===== config.mk =====
export PLATFORM = sky130hd
export DESIGN_NAME = small_set_table_unit
export DESIGN_NICKNAME = d
export VERILOG_FILES = /design/src/rtl/core/sst_pkg.sv /design/src/rtl/core/sst_mem.sv /design/src/rtl/core/sst_ctrl.sv /design/src/rtl/core/small_set_table_unit.sv
export SDC_FILE = /design/constraint.sdc
export NUM_CORES = 1
export LEC_CHECK = 0
export CAP_MARGIN = 10
export CORE_UTILIZATION = 60
export CTS_BUF_LIST = sky130_fd_sc_hd__clkbuf_4 sky130_fd_sc_hd__clkbuf_8
export CTS_CLUSTER_SIZE = 12
export DETAILED_ROUTE_END_ITERATION = 7
export DONT_BUFFER_PORTS = 1
export GPL_TIMING_DRIVEN = 0
export PLACE_DENSITY_LB_ADDON = 0.25
export SYNTH_ARGS = -nofsm -noshare
export SYNTH_HDL_FRONTEND = slang
export SYNTH_SLANG_ARGS = --single-unit

===== constraint.sdc =====
create_clock -name clk -period 8.5 [get_ports clk]
set_input_delay 0.85 -clock clk [delete_from_list [all_inputs] [get_ports clk]]
set_output_delay 0.85 -clock clk [all_outputs]
set_load 0.005 [all_outputs]

===== src/rtl/core/sst_pkg.sv =====
`default_nettype none
// ----------------------------------------------------------------------------
// Small set table package
// Shared sizes, operation codes, controller states and the memory request
// bundle used by the small set table.
// ----------------------------------------------------------------------------
package sst_pkg;

    // Capacity of the set.
    localparam int DEPTH = 16;

    // Widths derived from the capacity.
    localparam int ADDR_W  = (DEPTH > 1) ? $clog2(DEPTH) : 1;
    localparam int HELD_W  = $clog2(DEPTH + 1);
    localparam int DATA_W  = 32;
    localparam int COUNT_W = 5;
    localparam int FUNC_W  = 2;

    // Operation codes carried on the func port.
    localparam logic [FUNC_W-1:0] FUNC_ADD    = 2'd0;
    localparam logic [FUNC_W-1:0] FUNC_REMOVE = 2'd1;
    localparam logic [FUNC_W-1:0] FUNC_QUERY  = 2'd2;

    // Controller states.
    typedef enum logic [2:0] {
        ST_IDLE,
        ST_SEARCH,
        ST_DECIDE,
        ST_MOVE
    } state_t;

    // One cycle of requests from the controller to the entry memory.
    typedef struct packed {
        logic              rd_en;
        logic [ADDR_W-1:0] rd_addr;
        logic              wr_en;
        logic [ADDR_W-1:0] wr_addr;
        logic [DATA_W-1:0] wr_data;
    } mem_req_t;

endpackage
`default_nettype wire


===== src/rtl/core/sst_mem.sv =====
`default_nettype none
// ----------------------------------------------------------------------------
// Small set table entry memory
// Single write port, single read port memory with registered read data.
// ----------------------------------------------------------------------------
module sst_mem (
    input  wire logic                         clk,
    input  wire sst_pkg::mem_req_t            req,
    output logic [sst_pkg::DATA_W-1:0]        rd_data
);

    logic [sst_pkg::DATA_W-1:0] mem_array [sst_pkg::DEPTH];

    // Write port.
    always_ff @(posedge clk)
    begin
        if (req.wr_en)
        begin
            mem_array[req.wr_addr] <= req.wr_data;
        end
    end

    // Read port with registered read data.
    always_ff @(posedge clk)
    begin
        if (req.rd_en)
        begin
            rd_data <= mem_array[req.rd_addr];
        end
    end

endmodule
`default_nettype wire


===== src/rtl/core/sst_ctrl.sv =====
`default_nettype none
// ----------------------------------------------------------------------------
// Small set table controller
// Searches the held entries one per cycle, then inserts, removes by moving
// the last entry into the found slot, or just reports membership.
// ----------------------------------------------------------------------------
module sst_ctrl (
    input  wire logic                          clk,
    input  wire logic                          rst_n,
    input  wire logic                          start,
    input  wire logic [sst_pkg::FUNC_W-1:0]    func,
    input  wire logic [sst_pkg::DATA_W-1:0]    value,
    output logic                               busy,
    output logic                               done,
    output logic                               found,
    output logic [sst_pkg::COUNT_W-1:0]        count,
    output logic                               dropped,
    output sst_pkg::mem_req_t                  mem_req,
    input  wire logic [sst_pkg::DATA_W-1:0]    rd_data
);

    sst_pkg::state_t                 state_reg, state_next;
    logic [sst_pkg::HELD_W-1:0]      held_reg, held_next;
    logic                            done_reg, done_next;
    logic [sst_pkg::FUNC_W-1:0]      func_reg, func_next;
    logic [sst_pkg::DATA_W-1:0]      value_reg, value_next;
    logic [sst_pkg::ADDR_W-1:0]      idx_reg, idx_next;
    logic [sst_pkg::ADDR_W-1:0]      slot_reg, slot_next;
    logic                            hit_reg, hit_next;
    logic                            found_reg, found_next;
    logic                            dropped_reg, dropped_next;
    logic [sst_pkg::COUNT_W-1:0]     count_reg, count_next;
    logic [sst_pkg::HELD_W-1:0]      idx_plus;
    logic                            accept;

    assign accept   = start && (state_reg == sst_pkg::ST_IDLE);
    assign idx_plus = sst_pkg::HELD_W'(idx_reg) + sst_pkg::HELD_W'(1);

    // Next state and next values of the working registers.
    always_comb
    begin
        state_next   = state_reg;
        held_next    = held_reg;
        done_next    = 1'b0;
        func_next    = func_reg;
        value_next   = value_reg;
        idx_next     = idx_reg;
        slot_next    = slot_reg;
        hit_next     = hit_reg;
        found_next   = found_reg;
        dropped_next = dropped_reg;
        count_next   = count_reg;
        unique case (state_reg)
            sst_pkg::ST_IDLE:
            begin
                if (accept)
                begin
                    func_next  = func;
                    value_next = value;
                    idx_next   = '0;
                    hit_next   = 1'b0;
                    if (held_reg == '0)
                    begin
                        state_next = sst_pkg::ST_DECIDE;
                    end
                    else
                    begin
                        state_next = sst_pkg::ST_SEARCH;
                    end
                end
            end
            sst_pkg::ST_SEARCH:
            begin
                if (rd_data == value_reg)
                begin
                    hit_next   = 1'b1;
                    slot_next  = idx_reg;
                    state_next = sst_pkg::ST_DECIDE;
                end
                else if (idx_plus == held_reg)
                begin
                    state_next = sst_pkg::ST_DECIDE;
                end
                else
                begin
                    idx_next = sst_pkg::ADDR_W'(idx_plus);
                end
            end
            sst_pkg::ST_DECIDE:
            begin
                found_next   = hit_reg;
                dropped_next = 1'b0;
                state_next   = sst_pkg::ST_IDLE;
                done_next    = 1'b1;
                case (func_reg)
                    sst_pkg::FUNC_ADD:
                    begin
                        if (!hit_reg)
                        begin
                            if (held_reg < sst_pkg::HELD_W'(sst_pkg::DEPTH))
                            begin
                                held_next = held_reg + sst_pkg::HELD_W'(1);
                            end
                            else
                            begin
                                dropped_next = 1'b1;
                            end
                        end
                    end
                    sst_pkg::FUNC_REMOVE:
                    begin
                        // The last entry must be read before it moves.
                        if (hit_reg)
                        begin
                            state_next = sst_pkg::ST_MOVE;
                            done_next  = 1'b0;
                        end
                    end
                    default:
                    begin
                    end
                endcase
                count_next = sst_pkg::COUNT_W'(held_next);
            end
            sst_pkg::ST_MOVE:
            begin
                held_next  = held_reg - sst_pkg::HELD_W'(1);
                count_next = sst_pkg::COUNT_W'(held_next);
                state_next = sst_pkg::ST_IDLE;
                done_next  = 1'b1;
            end
            default:
            begin
                state_next = sst_pkg::ST_IDLE;
            end
        endcase
    end

    // Memory requests for the current state.
    always_comb
    begin
        mem_req         = '0;
        mem_req.wr_data = value_reg;
        unique case (state_reg)
            sst_pkg::ST_IDLE:
            begin
                mem_req.rd_en   = accept;
                mem_req.rd_addr = '0;
            end
            sst_pkg::ST_SEARCH:
            begin
                mem_req.rd_en   = 1'b1;
                mem_req.rd_addr = sst_pkg::ADDR_W'(idx_plus);
            end
            sst_pkg::ST_DECIDE:
            begin
                if ((func_reg == sst_pkg::FUNC_ADD) && !hit_reg &&
                    (held_reg < sst_pkg::HELD_W'(sst_pkg::DEPTH)))
                begin
                    mem_req.wr_en   = 1'b1;
                    mem_req.wr_addr = sst_pkg::ADDR_W'(held_reg);
                end
                if ((func_reg == sst_pkg::FUNC_REMOVE) && hit_reg)
                begin
                    mem_req.rd_en   = 1'b1;
                    mem_req.rd_addr = sst_pkg::ADDR_W'(held_reg - sst_pkg::HELD_W'(1));
                end
            end
            sst_pkg::ST_MOVE:
            begin
                mem_req.wr_en   = 1'b1;
                mem_req.wr_addr = slot_reg;
                mem_req.wr_data = rd_data;
            end
            default:
            begin
            end
        endcase
    end

    // Control registers.
    always_ff @(posedge clk or negedge rst_n)
    begin
        if (!rst_n)
        begin
            state_reg <= sst_pkg::ST_IDLE;
            held_reg  <= '0;
            done_reg  <= 1'b0;
        end
        else
        begin
            state_reg <= state_next;
            held_reg  <= held_next;
            done_reg  <= done_next;
        end
    end

    // Payload registers.
    always_ff @(posedge clk)
    begin
        func_reg    <= func_next;
        value_reg   <= value_next;
        idx_reg     <= idx_next;
        slot_reg    <= slot_next;
        hit_reg     <= hit_next;
        found_reg   <= found_next;
        dropped_reg <= dropped_next;
        count_reg   <= count_next;
    end

    assign busy    = (state_reg != sst_pkg::ST_IDLE);
    assign done    = done_reg;
    assign found   = found_reg;
    assign count   = count_reg;
    assign dropped = dropped_reg;

endmodule
`default_nettype wire


===== src/rtl/core/small_set_table_unit.sv =====
`default_nettype none
// ----------------------------------------------------------------------------
// Small set table unit
// Set of up to sixteen distinct 32-bit values with add, remove and query.
// ----------------------------------------------------------------------------
// An operation is taken when start is high while busy is low. The held
// entries sit in a single-port-read memory and are compared one per cycle,
// and the search stops at the first match or after the last held entry; a
// remove that hits then reads the last entry before moving it into the
// found slot. The result is shown for exactly one cycle with done high; the
// receiver cannot stall it, and a new operation may start in that same cycle.
// ----------------------------------------------------------------------------
module small_set_table_unit (
    input  wire logic                          clk,
    input  wire logic                          rst_n,
    input  wire logic                          start,
    output logic                               busy,
    input  wire logic [sst_pkg::FUNC_W-1:0]    func,
    input  wire logic signed [sst_pkg::DATA_W-1:0] value,
    output logic                               done,
    output logic                               found,
    output logic [sst_pkg::COUNT_W-1:0]        count,
    output logic                               dropped
);

    sst_pkg::mem_req_t           mem_req;
    logic [sst_pkg::DATA_W-1:0]  rd_data;

    // Search and update sequencer.
    sst_ctrl u_ctrl (
        .clk     (clk),
        .rst_n   (rst_n),
        .start   (start),
        .func    (func),
        .value   (value),
        .busy    (busy),
        .done    (done),
        .found   (found),
        .count   (count),
        .dropped (dropped),
        .mem_req (mem_req),
        .rd_data (rd_data)
    );

    // Entry storage.
    sst_mem u_mem (
        .clk     (clk),
        .req     (mem_req),
        .rd_data (rd_data)
    );

endmodule
`default_nettype wire

==> flow_metrics.py <==
metrics = {
    "timing": {
        "final.setup_skew_ns": 0.03425,
        "hold_viol": 0,
        "period_minus_slack_ns": 3.634,
        "rsz0062_at_grt": "false",
        "tightest_slew_ns": 1.111,
        "setup_ws_ns": 4.866,
        "relSlewSlack_pct": 25.47,
        "whs_ns": 0.2670,
        "final-max-slew-violation-count": 0,
        "max_freq_mhz": 275.2,
        "finalSetupViolCount": 0,
        "fin_crit_sh_pct": 42.75,
        "fin_setup_tns_ns": 0,
    },
    "route": {
        "wl_per_cell_um": 25.78,
        "ant_nets": 0,
        "remaining_drc_errors": 0,
        "via_per_inst": 6.308,
        "drt_iter0_markers": 2147,
        "drt_wl_total_mm": 63.73,
        "first_pass_iters": 6,
        "dr_total_vias": 15593,
    },
    "hold_path": {
        "hp-class": "in -> reg",
        "hold_path_end": "u_ctrl.value_reg[9]$_DFFE_PP_",
        "min_path_cells": 0,
        "hp-start": "value[9]",
    },
    "yosys": {
        "synth.cell_area_um2": 23910,
        "yosysSeqAreaShare_pct": 75.44,
        "synth_area_leader_cell": "edfxtp_1",
        "yosysWarnings": 0,
        "syn_nets": 1814,
        "syn_area_per_cell_um2": 13.49,
        "synth.distinct_cells": 43,
        "synthTopCellsByArea": "edfxtp_1 75%, nand2_1 7.2%, a21oi_1 6.1%, a22oi_1 5.0%, xnor2_1 1.6%",
        "synth.top_cell.area_share_pct": 74.60,
        "async_reset_ff_share_pct": 1.329,
        "synthFlopType": "edfxtp_1",
        "synth_seq_cells": 602,
        "synth-edff-count": 594,
        "netlist_instances": 1773,
    },
    "global_routing": {
        "grt_pass1_wl_mm": 94.52,
        "grt_max_degree": 25,
        "grt_pass1_vias": 15440,
        "track_usage_pct": 31.93,
        "grt_overflow": 0,
        "antenna_found_initial": 0,
    },
    "layout": {
        "stdcell_count": 2472,
        "drive_gt1_share_pct": 11.57,
        "final_area_um2": 26830,
        "final_nets": 1928,
        "largest_reg_flops": 512,
        "area_growth_pct": 12.22,
    },
    "clocking": {
        "cts_setup_buffers": 0,
        "insertion_delay_ns": 0.68,
        "cts_tree": "yes",
        "cts_buffers": 93,
        "htreeDepth": 3,
        "clock-root-buffer": "clkbuf_8",
        "clockBufferDepth": 3,
        "cts.sinks": 602,
        "clk_pin_slew_worst_paths_ns": 0.07,
    },
    "critical_path": {
        "startpoint_type": "flip-flop",
        "endpoint_kind": "flip-flop",
        "r2r_end": "u_mem.rd_data[4]$_DFFE_PP_",
        "regToRegSetupSlack_ns": 4.87,
        "crit_type": "reg -> reg",
        "worstPathMaxFanout": 10,
        "cp.required_ns": 9.02,
        "worstPathArrival_ns": 4.16,
        "reg2reg_depth": 11,
        "rr_startpoint": "u_ctrl.held_reg[0]$_DFFE_PN0P_",
    },
    "floorplanning": {
        "io_pins": 46,
        "die_w_um": 201.6,
        "initial_core_util_pct": 61.30,
        "dieArea_um2": 40650,
        "placementRows": 72,
        "dieHeight_um": 201.6,
        "coreArea_um2": 39010,
    },
    "placed_design": {
        "place_area_um2": 25120,
        "dpl.hpwl_mm": 42.21,
        "port_buffers": 0,
        "place.gp.congestion": 0.9150,
        "place_inst": 2309,
        "pre_cts_ws_ns": 4.991,
    },
    "flow_run": {
        "cap_violations": 0,
    },
    "power": {
        "leakagePower_nw": 9.295,
        "ir_drop_mv": 0.1479,
        "powerDensity_nw_per_um2": 204.2,
    },
    "status": {
        "status": "completed",
    },
}
[how the worst max path moves through the flow]
stage | end | slack (ns) | start
2_1_floorplan | u_mem.mem_array[0][0]$_DFFE_PP_ | 5.09 | u_ctrl.held_reg[4]$_DFFE_PN0P_
3_5_place_dp | u_mem.mem_array[11][14]$_DFFE_PP_ | 4.99 | u_ctrl.held_reg[4]$_DFFE_PN0P_
6_report | u_mem.rd_data[4]$_DFFE_PP_ | 4.87 | u_ctrl.held_reg[0]$_DFFE_PN0P_
5_1_grt | u_mem.mem_array[13][13]$_DFFE_PP_ | 4.70 | u_ctrl.held_reg[4]$_DFFE_PN0P_
3_3_place_gp | u_mem.mem_array[11][14]$_DFFE_PP_ | 3.08 | u_ctrl.held_reg[4]$_DFFE_PN0P_
4_1_cts | u_mem.mem_array[11][14]$_DFFE_PP_ | 4.97 | u_ctrl.held_reg[4]$_DFFE_PN0P_
[worst max-delay path, cell delays in order (launching register included)]
cell      delay [ns]
dfrtp_1         0.35
buf_2           0.22
inv_1           0.14
ha_1            0.34
or3b_1          0.41
o21ai_1         0.32
buf_2           0.45
clkbuf_1        0.60
nand2_1         0.13
a22oi_1         0.26
a22oi_1         0.11
nand2_1         0.16
[per-stage QoR]
step / utilization [%] / power [mW]
global route: 68.78 / 5.614
floorplan: - / 3.281
detailed placement: 64.40 / 3.284
global placement: 62.96 / 3.283
CTS: 68.78 / 5.491
finish: 68.79 / 5.478
[logic make-up after synthesis]
kind of cell | Yosys count | synth area share [%]
DFF | 602 | 75.44
muxes | 1 | 0.04709
and+or+nand+nor | 524 | 8.718
AOI/OAI and AO/OA | 475 | 11.75
adders and majority gates | 4 | 0.2093
buffers and inverters | 121 | 2.156
xor gates and xnor gates | 46 | 1.685
[cells in the final DEF (no fill, tap or decap), types with 12 or more instances in the layout]
| cell type | count |
|---|---|
| nor2_4 | 17 |
| o21ai_0 | 12 |
| clkbuf_1 | 47 |
| clkinv_2 | 16 |
| clkinv_1 | 25 |
| xnor2_1 | 43 |
| buf_1 | 18 |
| a22oi_1 | 158 |
| edfxtp_1 | 594 |
| clkbuf_4 | 19 |
| a21oi_1 | 291 |
| buf_2 | 49 |
| nand2_1 | 456 |
| clkbuf_8 | 94 |
[cell usage after synthesis (3+ instances only)]
library cell / count
nand2_1: 456
nand4_1: 9
xor2_1: 3
edfxtp_1: 594
nor2_1: 28
clkbuf_1: 47
a22oi_1: 158
buf_2: 49
nor3_1: 6
ha_1: 4
and2_1: 6
o21ai_0: 12
dfrtp_1: 8
buf_1: 18
inv_1: 7
xnor2_1: 43
a21oi_1: 291
[metal layers]
metal	global-route usage [%]	wire [um]
met2	50.76	30330
met5	0	0
met4	13.80	2356
met3	6.770	6792
met1	43.02	24250
[repair_timing]
item                      CTS  global route
resized for setup           0             0
hold buffers                1             0
hold endpoints to repair    8             0
[power by group]
part / switching [mW] / total, mW / internal, mW / leakage, nW
registers: 0.000149 / 3.21 / 3.21 / 5.49
clock network: 1.11 / 2.26 / 1.15 / 0.902
logic: 0.00589 / 0.00823 / 0.00234 / 2.91
[final cells by class]
type                            instances  area (um^2)
Antenna cell                            1        2.502
Buffer                                114        489.2
Clock buffer                          113         1436
Clock inverter                         48        261.5
Fill cell                            2630        12180
Inverter                                7        26.28
Multi-Input combinational cell       1050         5485
Sequential cell                       602        18040
Tap cell                              518        648.1
Timing Repair Buffer                   19        445.4
(Power assumes the default switching activity.)
